**config.mk**
```make
export PLATFORM = sky130hd
export DESIGN_NAME = usb_hid_control_endpoint_unit
export DESIGN_NICKNAME = d
export VERILOG_FILES = /design/src/hdl/hidctl_pkg.sv /design/src/hdl/usb_hid_control_endpoint_unit.sv
export SDC_FILE = /design/constraint.sdc
export NUM_CORES = 1
export LEC_CHECK = 0
export ABC_AREA = 0
export BUFFER_PORTS_ARGS = -buffer_cell sky130_fd_sc_hd__buf_4
export CAP_MARGIN = 5
export CORE_MARGIN = 10
export CORE_UTILIZATION = 52
export CTS_CLUSTER_DIAMETER = 60
export CTS_CLUSTER_SIZE = 10
export DETAILED_ROUTE_END_ITERATION = 16
export GPL_TIMING_DRIVEN = 0
export PLACE_DENSITY = 0.79
export SLEW_MARGIN = 20
export SYNTH_ARGS = -nofsm -noshare
export SYNTH_HDL_FRONTEND = slang
export SYNTH_SLANG_ARGS = --single-unit
```
**constraint.sdc**
```tcl
create_clock -name aclk -period 5.65 [get_ports aclk]
set_clock_uncertainty 0.15 [all_clocks]
set_input_delay 0.8475 -clock aclk [delete_from_list [all_inputs] [get_ports aclk]]
set_output_delay 0.8475 -clock aclk [all_outputs]
set_load 0.01 [all_outputs]
```
**src/hdl/hidctl_pkg.sv**
```systemverilog
`timescale 1ns / 1ps

package hidctl_pkg;

    // packet and string limits of this keyboard
    localparam int unsigned MAX_PACKET   = 64;
    localparam int unsigned STRING_COUNT = 4;
    localparam int unsigned REPORT_BYTES = 8;

    localparam logic [15:0] MAX_PACKET_W   = 16'(MAX_PACKET);
    localparam logic [6:0]  MAX_PACKET_X   = 7'(MAX_PACKET);
    localparam logic [15:0] REPORT_BYTES_W = 16'(REPORT_BYTES);

    // event kinds on the input channel
    localparam logic [1:0] EV_SETUP     = 2'd0;
    localparam logic [1:0] EV_IN_DONE   = 2'd1;
    localparam logic [1:0] EV_OUT_DONE  = 2'd2;
    localparam logic [1:0] EV_BUS_RESET = 2'd3;

    // bmRequestType without the direction bit
    localparam logic [6:0] RT_STD_DEVICE  = 7'h00;
    localparam logic [6:0] RT_STD_IFACE   = 7'h01;
    localparam logic [6:0] RT_CLASS_IFACE = 7'h21;

    // standard requests
    localparam logic [7:0] REQ_GET_STATUS        = 8'd0;
    localparam logic [7:0] REQ_SET_ADDRESS       = 8'd5;
    localparam logic [7:0] REQ_GET_DESCRIPTOR    = 8'd6;
    localparam logic [7:0] REQ_SET_CONFIGURATION = 8'd9;

    // hid class requests
    localparam logic [7:0] HID_GET_REPORT   = 8'd1;
    localparam logic [7:0] HID_GET_IDLE     = 8'd2;
    localparam logic [7:0] HID_GET_PROTOCOL = 8'd3;
    localparam logic [7:0] HID_SET_REPORT   = 8'd9;
    localparam logic [7:0] HID_SET_IDLE     = 8'd10;
    localparam logic [7:0] HID_SET_PROTOCOL = 8'd11;

    // descriptor selectors in wValue
    localparam logic [15:0] DESC_DEVICE      = 16'h0100;
    localparam logic [15:0] DESC_CONFIG      = 16'h0200;
    localparam logic [15:0] DESC_STRING      = 16'h0300;
    localparam logic [15:0] DESC_STRING_END  = 16'(16'h0300 + STRING_COUNT);
    localparam logic [15:0] DESC_HID_REPORT  = 16'h2200;
    localparam logic [15:0] REPORT_IN_SEL    = 16'h0100;
    localparam logic [15:0] REPORT_OUT_SEL   = 16'h0200;
    localparam logic [15:0] ADDRESS_LIMIT    = 16'h0080;

    // ep0 actions
    localparam logic [2:0] ACT_NONE      = 3'd0;
    localparam logic [2:0] ACT_STALL     = 3'd1;
    localparam logic [2:0] ACT_TRANSMIT  = 3'd2;
    localparam logic [2:0] ACT_RECEIVE   = 3'd3;
    localparam logic [2:0] ACT_STALL_RX0 = 3'd4;
    localparam logic [2:0] ACT_OPEN_EP0  = 3'd5;

    // data sources
    localparam logic [3:0] SRC_NONE        = 4'd0;
    localparam logic [3:0] SRC_STATUS      = 4'd1;
    localparam logic [3:0] SRC_DEVICE      = 4'd2;
    localparam logic [3:0] SRC_CONFIG      = 4'd3;
    localparam logic [3:0] SRC_STRING      = 4'd4;
    localparam logic [3:0] SRC_REPORT_DESC = 4'd5;
    localparam logic [3:0] SRC_REPORT_IN   = 4'd6;
    localparam logic [3:0] SRC_IDLE        = 4'd7;
    localparam logic [3:0] SRC_PROTOCOL    = 4'd8;
    localparam logic [3:0] SRC_REPORT_OUT  = 4'd9;
    localparam logic [3:0] SRC_CONTINUE    = 4'd10;

    // configuration register indexes
    localparam logic [1:0] CFG_DEVICE_DESC_LEN = 2'd0;
    localparam logic [1:0] CFG_CONFIG_DESC_LEN = 2'd1;
    localparam logic [1:0] CFG_REPORT_DESC_LEN = 2'd2;
    localparam logic [1:0] CFG_STRING_LENGTHS  = 2'd3;

    localparam logic [7:0]  DEVICE_DESC_LEN_RST = 8'd18;
    localparam logic [15:0] CONFIG_DESC_LEN_RST = 16'd34;
    localparam logic [15:0] REPORT_DESC_LEN_RST = 16'd68;
    localparam logic [31:0] STRING_LENGTHS_RST  = 32'h1618_1204;
    localparam logic [7:0]  IDLE_DURATION_RST   = 8'd2;

    typedef enum logic [1:0] {
        MODE_IDLE     = 2'd0,
        MODE_OUT      = 2'd1,
        MODE_IN       = 2'd2,
        MODE_IN_TRUNC = 2'd3
    } ep0_mode_t;

    typedef struct packed {
        logic [1:0]  req_type;
        logic [3:0]  endpoint;
        logic [7:0]  request_kind;
        logic [7:0]  request_code;
        logic [15:0] setup_value;
        logic [15:0] setup_index;
        logic [15:0] setup_length;
    } hid_request_t;

    typedef struct packed {
        logic [2:0] ep0_action;
        logic       stall_in;
        logic [3:0] data_source;
        logic [1:0] string_number;
        logic [6:0] xfer_length;
        logic [7:0] reply_byte;
        logic       address_set;
        logic [6:0] device_address;
        logic       int_ep_open;
        logic       int_ep_close;
    } hid_result_t;

endpackage

```
**src/hdl/usb_hid_control_endpoint_unit.sv**
```systemverilog
`timescale 1ns / 1ps

// Endpoint 0 request handler for a HID boot keyboard. Every input word is one
// event (setup packet, IN done, OUT done or bus reset) and produces exactly one
// result word telling the endpoint hardware what to do next: nothing, stall,
// transmit, receive, stall IN then receive a zero-length status, or reopen the
// control endpoints. Standard device requests, the interface get of the report
// descriptor and the HID class requests are decoded; anything else stalls in
// the direction given by bit 7 of bmRequestType. IN data longer than 64 bytes
// is sent in 64-byte packets, cut to wLength, with a zero-length end where the
// data is shorter than wLength and a whole number of packets long; each IN
// done on endpoint 0 in an IN data stage returns the next packet length, source "continue".
// Throughput is one word per clock while the result register is free: the event
// sits in an input register, is decoded against the control state in one pass
// of logic, and lands in a result register while the state updates in the same
// edge; m_valid is that register's valid bit. A result waiting on m_ready lets
// one word enter an empty input register, but a full one waits. The user must
// write the descriptor length registers through the cfg port while no event is
// in flight; the block does not enforce it. There is no clearing pass after reset.
module usb_hid_control_endpoint_unit (
    input  logic                      aclk,
    input  logic                      aresetn,

    input  logic                      s_valid,
    output logic                      s_ready,
    input  hidctl_pkg::hid_request_t  s_data,

    output logic                      m_valid,
    input  logic                      m_ready,
    output hidctl_pkg::hid_result_t   m_data,

    input  logic                      cfg_valid,
    output logic                      cfg_ready,
    input  logic [1:0]                cfg_index,
    input  logic [31:0]               cfg_data
);

    // pipeline registers
    logic                     in_valid_reg;
    hidctl_pkg::hid_request_t in_item_reg;
    logic                     out_valid_reg;
    hidctl_pkg::hid_result_t  out_item_reg;

    // descriptor length registers
    logic [7:0]  device_desc_len_reg;
    logic [15:0] config_desc_len_reg;
    logic [15:0] report_desc_len_reg;
    logic [31:0] string_lengths_reg;

    // control state
    hidctl_pkg::ep0_mode_t ep0_mode_reg;
    hidctl_pkg::ep0_mode_t ep0_mode_next;
    logic [15:0]           in_left_reg;
    logic [15:0]           in_left_next;
    logic                  configured_reg;
    logic                  configured_next;
    logic [7:0]            idle_reg;
    logic [7:0]            idle_next;
    logic                  boot_proto_reg;
    logic                  boot_proto_next;

    hidctl_pkg::hid_result_t result_next;

    logic out_free;
    logic step;

    // setup decode
    logic [6:0]  kind_low;
    logic        setup_ok;
    logic        setup_rx;
    logic        setup_tx;
    logic [3:0]  dec_src;
    logic [15:0] dec_len;
    logic [1:0]  dec_str;
    logic [7:0]  dec_reply;
    logic        dec_addr_set;
    logic [6:0]  dec_addr;
    logic        dec_ep_open;
    logic        dec_ep_close;
    logic        dec_cfg_wr;
    logic        dec_idle_wr;
    logic        dec_proto_wr;

    // transfer start: clip to wLength, split off the first packet
    hidctl_pkg::ep0_mode_t si_mode;
    logic [15:0]           si_eff;
    logic [15:0]           si_left;
    logic [6:0]            si_xfer;

    // IN done helpers
    logic ep_zero;
    logic in_active;
    logic in_left_ge_mp;

    // handshakes: the result register frees when empty or taken
    assign out_free  = !out_valid_reg || m_ready;
    assign step      = in_valid_reg && out_free;
    assign s_ready   = !in_valid_reg || out_free;
    assign m_valid   = out_valid_reg;
    assign m_data    = out_item_reg;
    assign cfg_ready = 1'b1;

    assign kind_low      = in_item_reg.request_kind[6:0];
    assign ep_zero       = (in_item_reg.endpoint == 4'd0);
    assign in_active     = (ep0_mode_reg == hidctl_pkg::MODE_IN) ||
                           (ep0_mode_reg == hidctl_pkg::MODE_IN_TRUNC);
    assign in_left_ge_mp = (in_left_reg >= hidctl_pkg::MAX_PACKET_W);
    assign setup_tx      = setup_ok && !setup_rx;

    // request decode for setup words
    always_comb begin
        setup_ok     = 1'b0;
        setup_rx     = 1'b0;
        dec_src      = hidctl_pkg::SRC_NONE;
        dec_len      = 16'd0;
        dec_str      = 2'd0;
        dec_reply    = 8'd0;
        dec_addr_set = 1'b0;
        dec_addr     = 7'd0;
        dec_ep_open  = 1'b0;
        dec_ep_close = 1'b0;
        dec_cfg_wr   = 1'b0;
        dec_idle_wr  = 1'b0;
        dec_proto_wr = 1'b0;
        unique case (kind_low)
            hidctl_pkg::RT_STD_DEVICE: begin
                unique case (in_item_reg.request_code)
                    hidctl_pkg::REQ_GET_STATUS: begin
                        if (in_item_reg.setup_length == 16'd2) begin
                            setup_ok = 1'b1;
                            dec_src  = hidctl_pkg::SRC_STATUS;
                            dec_len  = 16'd2;
                        end
                    end
                    hidctl_pkg::REQ_SET_ADDRESS: begin
                        if (in_item_reg.setup_index == 16'd0 &&
                            in_item_reg.setup_length == 16'd0 &&
                            in_item_reg.setup_value < hidctl_pkg::ADDRESS_LIMIT) begin
                            setup_ok     = 1'b1;
                            dec_addr_set = 1'b1;
                            dec_addr     = in_item_reg.setup_value[6:0];
                        end
                    end
                    hidctl_pkg::REQ_GET_DESCRIPTOR: begin
                        if (in_item_reg.setup_value == hidctl_pkg::DESC_DEVICE) begin
                            setup_ok = 1'b1;
                            dec_src  = hidctl_pkg::SRC_DEVICE;
                            dec_len  = {8'd0, device_desc_len_reg};
                        end else if (in_item_reg.setup_value == hidctl_pkg::DESC_CONFIG) begin
                            setup_ok = 1'b1;
                            dec_src  = hidctl_pkg::SRC_CONFIG;
                            dec_len  = config_desc_len_reg;
                        end else if (in_item_reg.setup_value >= hidctl_pkg::DESC_STRING &&
                                     in_item_reg.setup_value < hidctl_pkg::DESC_STRING_END) begin
                            setup_ok = 1'b1;
                            dec_src  = hidctl_pkg::SRC_STRING;
                            dec_str  = in_item_reg.setup_value[1:0];
                            dec_len  = {8'd0,
                                string_lengths_reg[{in_item_reg.setup_value[1:0], 3'b000} +: 8]};
                        end
                    end
                    hidctl_pkg::REQ_SET_CONFIGURATION: begin
                        if (in_item_reg.setup_value < 16'd2) begin
                            setup_ok   = 1'b1;
                            dec_cfg_wr = 1'b1;
                            // endpoint change only when the value really moves
                            if (in_item_reg.setup_value[0] != configured_reg) begin
                                dec_ep_open  = in_item_reg.setup_value[0];
                                dec_ep_close = !in_item_reg.setup_value[0];
                            end
                        end
                    end
                    default: ;
                endcase
            end
            hidctl_pkg::RT_STD_IFACE: begin
                if (configured_reg && in_item_reg.setup_index == 16'd0 &&
                    in_item_reg.request_code == hidctl_pkg::REQ_GET_DESCRIPTOR &&
                    in_item_reg.setup_value == hidctl_pkg::DESC_HID_REPORT) begin
                    setup_ok = 1'b1;
                    dec_src  = hidctl_pkg::SRC_REPORT_DESC;
                    dec_len  = report_desc_len_reg;
                end
            end
            hidctl_pkg::RT_CLASS_IFACE: begin
                if (configured_reg && in_item_reg.setup_index == 16'd0) begin
                    unique case (in_item_reg.request_code)
                        hidctl_pkg::HID_GET_REPORT: begin
                            if (in_item_reg.setup_value == hidctl_pkg::REPORT_IN_SEL &&
                                in_item_reg.setup_length <= hidctl_pkg::REPORT_BYTES_W) begin
                                setup_ok = 1'b1;
                                dec_src  = hidctl_pkg::SRC_REPORT_IN;
                                dec_len  = hidctl_pkg::REPORT_BYTES_W;
                            end
                        end
                        hidctl_pkg::HID_GET_IDLE: begin
                            if (in_item_reg.setup_length == 16'd1 &&
                                in_item_reg.setup_value == 16'd0) begin
                                setup_ok  = 1'b1;
                                dec_src   = hidctl_pkg::SRC_IDLE;
                                dec_len   = 16'd1;
                                dec_reply = idle_reg;
                            end
                        end
                        hidctl_pkg::HID_GET_PROTOCOL: begin
                            if (in_item_reg.setup_length == 16'd1 &&
                                in_item_reg.setup_value == 16'd0) begin
                                setup_ok  = 1'b1;
                                dec_src   = hidctl_pkg::SRC_PROTOCOL;
                                dec_len   = 16'd1;
                                dec_reply = {7'd0, boot_proto_reg};
                            end
                        end
                        hidctl_pkg::HID_SET_REPORT: begin
                            if (in_item_reg.setup_value == hidctl_pkg::REPORT_OUT_SEL &&
                                in_item_reg.setup_length <= hidctl_pkg::REPORT_BYTES_W) begin
                                setup_ok = 1'b1;
                                setup_rx = 1'b1;
                            end
                        end
                        hidctl_pkg::HID_SET_IDLE: begin
                            if (in_item_reg.setup_length == 16'd0 &&
                                in_item_reg.setup_value[7:0] == 8'd0) begin
                                setup_ok    = 1'b1;
                                dec_idle_wr = 1'b1;
                            end
                        end
                        hidctl_pkg::HID_SET_PROTOCOL: begin
                            if (in_item_reg.setup_length == 16'd0 &&
                                in_item_reg.setup_value < 16'd2) begin
                                setup_ok     = 1'b1;
                                dec_proto_wr = 1'b1;
                            end
                        end
                        default: ;
                    endcase
                end
            end
            default: ;
        endcase
    end

    // first packet of an IN data stage
    always_comb begin
        if (dec_len < in_item_reg.setup_length) begin
            si_eff  = dec_len;
            si_mode = (dec_len < hidctl_pkg::MAX_PACKET_W) ? hidctl_pkg::MODE_IDLE
                                                           : hidctl_pkg::MODE_IN_TRUNC;
        end else begin
            si_eff  = in_item_reg.setup_length;
            si_mode = (in_item_reg.setup_length <= hidctl_pkg::MAX_PACKET_W)
                      ? hidctl_pkg::MODE_IDLE : hidctl_pkg::MODE_IN;
        end
        if (si_eff > hidctl_pkg::MAX_PACKET_W) begin
            si_left = si_eff - hidctl_pkg::MAX_PACKET_W;
            si_xfer = hidctl_pkg::MAX_PACKET_X;
        end else begin
            si_left = 16'd0;
            si_xfer = si_eff[6:0];
        end
    end

    // ep0 mode next state
    always_comb begin
        ep0_mode_next = ep0_mode_reg;
        unique case (in_item_reg.req_type)
            hidctl_pkg::EV_SETUP: begin
                if (setup_tx) begin
                    ep0_mode_next = si_mode;
                end else if (setup_rx) begin
                    ep0_mode_next = hidctl_pkg::MODE_OUT;
                end
            end
            hidctl_pkg::EV_IN_DONE: begin
                if (ep_zero && in_active) begin
                    if (!in_left_ge_mp) begin
                        ep0_mode_next = hidctl_pkg::MODE_IDLE;
                    end else if (in_left_reg == hidctl_pkg::MAX_PACKET_W &&
                                 ep0_mode_reg != hidctl_pkg::MODE_IN_TRUNC) begin
                        // last full packet with no zero-length end owed
                        ep0_mode_next = hidctl_pkg::MODE_IDLE;
                    end
                end
            end
            hidctl_pkg::EV_OUT_DONE: begin
                if (ep_zero && ep0_mode_reg == hidctl_pkg::MODE_OUT) begin
                    ep0_mode_next = hidctl_pkg::MODE_IDLE;
                end
            end
            hidctl_pkg::EV_BUS_RESET: begin
                ep0_mode_next = hidctl_pkg::MODE_IDLE;
            end
        endcase
    end

    // result word and the rest of the control state
    always_comb begin
        result_next     = '0;
        in_left_next    = in_left_reg;
        configured_next = configured_reg;
        idle_next       = idle_reg;
        boot_proto_next = boot_proto_reg;
        unique case (in_item_reg.req_type)
            hidctl_pkg::EV_SETUP: begin
                if (!setup_ok) begin
                    // rejected request: stall, state untouched
                    result_next.ep0_action = hidctl_pkg::ACT_STALL;
                    result_next.stall_in   = in_item_reg.request_kind[7];
                end else if (setup_rx) begin
                    result_next.ep0_action  = hidctl_pkg::ACT_RECEIVE;
                    result_next.data_source = hidctl_pkg::SRC_REPORT_OUT;
                    result_next.xfer_length = in_item_reg.setup_length[6:0];
                end else begin
                    result_next.ep0_action     = hidctl_pkg::ACT_TRANSMIT;
                    result_next.data_source    = dec_src;
                    result_next.string_number  = dec_str;
                    result_next.xfer_length    = si_xfer;
                    result_next.reply_byte     = dec_reply;
                    result_next.address_set    = dec_addr_set;
                    result_next.device_address = dec_addr;
                    result_next.int_ep_open    = dec_ep_open;
                    result_next.int_ep_close   = dec_ep_close;
                    in_left_next               = si_left;
                    if (dec_cfg_wr) begin
                        configured_next = in_item_reg.setup_value[0];
                    end
                    if (dec_idle_wr) begin
                        idle_next = in_item_reg.setup_value[15:8];
                    end
                    if (dec_proto_wr) begin
                        boot_proto_next = in_item_reg.setup_value[0];
                    end
                end
            end
            hidctl_pkg::EV_IN_DONE: begin
                if (ep_zero) begin
                    if (in_active) begin
                        result_next.ep0_action  = hidctl_pkg::ACT_TRANSMIT;
                        result_next.data_source = hidctl_pkg::SRC_CONTINUE;
                        if (in_left_ge_mp) begin
                            in_left_next            = in_left_reg - hidctl_pkg::MAX_PACKET_W;
                            result_next.xfer_length = hidctl_pkg::MAX_PACKET_X;
                        end else begin
                            result_next.xfer_length = in_left_reg[6:0];
                        end
                    end else begin
                        // status stage IN with nothing pending
                        result_next.ep0_action = hidctl_pkg::ACT_STALL_RX0;
                    end
                end
            end
            hidctl_pkg::EV_OUT_DONE: begin
                if (ep_zero && ep0_mode_reg == hidctl_pkg::MODE_OUT) begin
                    result_next.ep0_action = hidctl_pkg::ACT_TRANSMIT;
                end
            end
            hidctl_pkg::EV_BUS_RESET: begin
                result_next.ep0_action = hidctl_pkg::ACT_OPEN_EP0;
                in_left_next           = 16'd0;
                configured_next        = 1'b0;
                idle_next              = hidctl_pkg::IDLE_DURATION_RST;
                boot_proto_next        = 1'b1;
            end
        endcase
    end

    // input register
    always_ff @(posedge aclk) begin
        if (!aresetn) begin
            in_valid_reg <= 1'b0;
        end else if (s_ready) begin
            in_valid_reg <= s_valid;
        end
    end

    always_ff @(posedge aclk) begin
        if (s_valid && s_ready) begin
            in_item_reg <= s_data;
        end
    end

    // result register
    always_ff @(posedge aclk) begin
        if (!aresetn) begin
            out_valid_reg <= 1'b0;
        end else if (out_free) begin
            out_valid_reg <= in_valid_reg;
        end
    end

    always_ff @(posedge aclk) begin
        if (step) begin
            out_item_reg <= result_next;
        end
    end

    // control state, advanced together with the result register
    always_ff @(posedge aclk) begin
        if (!aresetn) begin
            ep0_mode_reg   <= hidctl_pkg::MODE_IDLE;
            in_left_reg    <= 16'd0;
            configured_reg <= 1'b0;
            idle_reg       <= hidctl_pkg::IDLE_DURATION_RST;
            boot_proto_reg <= 1'b1;
        end else if (step) begin
            ep0_mode_reg   <= ep0_mode_next;
            in_left_reg    <= in_left_next;
            configured_reg <= configured_next;
            idle_reg       <= idle_next;
            boot_proto_reg <= boot_proto_next;
        end
    end

    // descriptor length registers
    always_ff @(posedge aclk) begin
        if (!aresetn) begin
            device_desc_len_reg <= hidctl_pkg::DEVICE_DESC_LEN_RST;
            config_desc_len_reg <= hidctl_pkg::CONFIG_DESC_LEN_RST;
            report_desc_len_reg <= hidctl_pkg::REPORT_DESC_LEN_RST;
            string_lengths_reg  <= hidctl_pkg::STRING_LENGTHS_RST;
        end else if (cfg_valid && cfg_ready) begin
            unique case (cfg_index)
                hidctl_pkg::CFG_DEVICE_DESC_LEN: device_desc_len_reg <= cfg_data[7:0];
                hidctl_pkg::CFG_CONFIG_DESC_LEN: config_desc_len_reg <= cfg_data[15:0];
                hidctl_pkg::CFG_REPORT_DESC_LEN: report_desc_len_reg <= cfg_data[15:0];
                hidctl_pkg::CFG_STRING_LENGTHS:  string_lengths_reg  <= cfg_data;
            endcase
        end
    end

    // bus reset leaves the function unconfigured and ep0 idle
    assert property (@(posedge aclk) disable iff (!aresetn)
        step && in_item_reg.req_type == hidctl_pkg::EV_BUS_RESET
        |=> !configured_reg && ep0_mode_reg == hidctl_pkg::MODE_IDLE && in_left_reg == 16'd0)
        else $error("bus reset did not clear control state");

    // a stalled setup must not disturb any control state
    assert property (@(posedge aclk) disable iff (!aresetn)
        step && result_next.ep0_action == hidctl_pkg::ACT_STALL
        |=> $stable(ep0_mode_reg) && $stable(in_left_reg) && $stable(configured_reg) &&
            $stable(idle_reg) && $stable(boot_proto_reg))
        else $error("stalled request changed control state");

    // no packet longer than the endpoint size
    assert property (@(posedge aclk) disable iff (!aresetn)
        out_valid_reg |-> out_item_reg.xfer_length <= hidctl_pkg::MAX_PACKET_X)
        else $error("packet length above max packet size");

    // interrupt endpoint is never opened and closed by the same word
    assert property (@(posedge aclk) disable iff (!aresetn)
        out_valid_reg |-> !(out_item_reg.int_ep_open && out_item_reg.int_ep_close))
        else $error("interrupt endpoint opened and closed together");

    // a word in the input register moves on whenever the result register is free
    assert property (@(posedge aclk) disable iff (!aresetn)
        in_valid_reg && out_free |=> out_valid_reg)
        else $error("decoded word not registered");

endmodule
```
==> qor.yml <==
yosys_warnings: 0
avgSynthCellArea_sq_um: 9.93
setup_tns_ns: -0.00527
io_buffers: 145
clkTransAtPathRegs_ns: 0.06
failed_checks: "negative setup slack"
finalSetupViolCount: 1
yosysTopAreaCellShare_pct: 31.0
fmax_ghz: 0.177
synth_top_flop_cell: "edfxtp_1"
die_area_sq_mm: 0.0255
die_h_um: 160
worstSetupEndpointType: "flip-flop"
wl_per_cell_um: 20.1
cts_buffers: 25
gr-usage-all-layers_pct: 22.1
cp_max_fo: 8
synth_top_cell_by_area: "edfxtp_1"
grt_max_degree: 50
clock_sinks: 207
tightest_slew_ns: 1.18
critPathRequiredTime_ns: 5.77
post-dp-hpwl_um: 21300
antenna_found_initial: 0
vias: 9294
clockRootBuffer: "clkbuf_16"
htreeDepth: 1
grt_setup_unrepaired: "yes"
largest_reg_flops: 70
async_flop_share_pct: 0
vdd_ir_drop_max_v: 0.000191
syn-cell-area_sq_mm: 0.0102
drc: 0
synth_common_cells: "nand2_1 (183), edfxtp_1 (105), dfxtp_1 (102)"
crit_type: "flip-flop to flip-flop"
boundaryPins: 147
worstPathArrival_ns: 5.77
antenna_cells: 0
first_global_vias: 8790
wl_um: 31100
drtAntennaViolNets: 0
drt-initial-drc-count: 948
synth.net_count: 1158
layout_worst_path_cycle_share_pct: 100
clock_path_buffers: 3
cts_hold_buf: 0
gp_congestion: 0.910
synth_cell_types: 88
coreArea_sq_mm: 0.0193
finalHoldViolations: 0
grt_pass1_wl_um: 46800
post-route-min-period_ns: 5.66
maxSlewHeadroom_pct: 20.7
die_x_um: 160
cp-start-kind: "flip-flop"
drive_gt1_share_pct: 27.3
cpMostUsedCell: "nor4_4"
ys_top_cells_by_area: "edfxtp_1 (31%), dfxtp_1 (20%), nand2_1 (6.8%), a21oi_1 (3.6%), ha_1 (3.1%)"
cp_cell_sequence: "nor4bb_4 > nand2_2 > nor4_4 > and2_4 > clkbuf_8 > buf_8 > a22o_1 > ha_1 > a21oi_1 > o21ai_1 > a2111o_1 > a311oi_2 > a21oi_2 > buf_4 > mux2_4 > ha_4 > inv_2 > a31oi_2 > nand4_1 > nor4_4 > o32ai_4 > o22ai_1 > a221o_1"
slowest_delay_ns: 0.49
netlist_instances: 1024
start_util_pct: 52.6
area_growth_pct: 31.3
total_power_mw: 3.44
cts_tree: "yes"
grt_overflow: 0
power.leakage_nw: 4.99
min_path_type: "flip-flop to flip-flop"
synth_edf_count: 105
powerDensity_mw_per_mm2: 258
layout_setup_ws_ns: -0.00527
n_fill_cell: 1425
fin_nets: 1402
viasPerCell: 6.00
hold_ws_ns: 0.304
status: "finished with violations"
clk_latency_ns: 0.54
fin_cells: 1549
rows: 51
place_inst: 1436
crit_slowest_cell: "edfxtp_1"
synthMostInstantiatedCell: "nand2_1"
synth_seq_cells: 207
drt_first_pass_iters: 7
final_max_slew_viol_count: 0
maxCapViolations: 0
yosysSeqAreaShare_pct: 51.1
cell families (layout without fill, tap and decap cells):
kind of cell | Yosys count | count (layout) | synth area share (%)
and+or+nand+nor | 439 | 439 | 22.1
buffers and inverters | 82 | 342 | 3.31
xor gates and xnor gates | 13 | 13 | 1.12
adders and majority gates | 26 | 26 | 3.17
muxes | 30 | 30 | 3.84
other | 1 | 1 | 0.0369
DFF | 207 | 207 | 51.1
AOI/OAI and AO/OA | 226 | 226 | 15.4
cells in the final DEF, fill, tap and decap left out, drive strengths merged, types with 8 or more instances in the layout:
cell / count
nand3: 35
o211ai: 9
mux2i: 21
and2: 19
edfxtp: 105
a21oi: 77
nor2: 59
nor3: 33
nor2b: 9
nor4: 30
a22o: 11
o22ai: 11
dfxtp: 102
and3: 11
o21ai: 31
a22oi: 14
inv: 35
buf: 232
clkbuf: 74
nand2: 183
nand4: 13
o2bb2ai: 8
ha: 25
report_power, final:
| part | internal (mW) | switching, mW | total [mW] |
|---|---|---|---|
| logic | 0.137 | 0.167 | 0.304 |
| clock network | 0.848 | 0.600 | 1.45 |
| registers | 1.65 | 0.0449 | 1.69 |
worst paths after layout:
check	start	slack, ns	cells after the start	end
hold / removal	string_lengths_reg[5]	0.30	2	string_lengths_reg[5]
setup reg to reg	in_item_reg[48]	-0.005	23	m_data[18]
setup / recovery	in_item_reg[48]	-0.005	23	m_data[18]
hold reg to reg	string_lengths_reg[5]	0.30	2	string_lengths_reg[5]
worst max-delay path, delay by kind of cell, from the launching register on:
kind | cells | cell delay, ns
buffers and inverters | 4 | 0.51
AO/OA/AOI/OAI | 10 | 2.09
flip-flops | 1 | 0.49
AND/OR/NAND/NOR | 6 | 1.33
multiplexers | 1 | 0.33
adder cells (fa/ha/maj) | 2 | 0.45
layer usage:
layer,vias up,wire (um),GRT usage (%)
met5,-,0,0
met4,0,1400,8.43
met3,134,2680,4.32
met2,533,14700,36.9
met1,4322,12300,27.8
li1,4305,-,-
what timing repair did:
action / CTS / global route
endpoints found under the setup margin: 23 / 23
pin swaps: 18 / 29
gates resized for setup: 36 / 62
buffers inserted: 32 / 41
stage by stage:
step,area [sq um],worst slack [ns],utilization (%)
6_report,13300,-0.00527,69.0
5_1_grt,13300,-0.168,69.0
4_1_cts,12800,0.000882,66.2
3_5_place_dp,11700,-1.45,60.3
3_3_place_gp,11600,-1.28,60.0
2_1_floorplan,10200,0.0551,-
area by class of cell:
| cell class | count | area (sq um) | area share [%] |
|---|---|---|---|
| sequential | 207 | 5190 | 38.9 |
| multi-input combinational | 735 | 5020 | 37.6 |
| timing repair buffer | 218 | 1680 | 12.6 |
| clock buffer | 40 | 702 | 5.26 |
| tap | 265 | 332 | 2.48 |
| buffer | 48 | 262 | 1.96 |
| inverter | 33 | 124 | 0.928 |
| clock inverter | 3 | 31.3 | 0.234 |
Note: power is estimated with default switching activity, not from simulation.
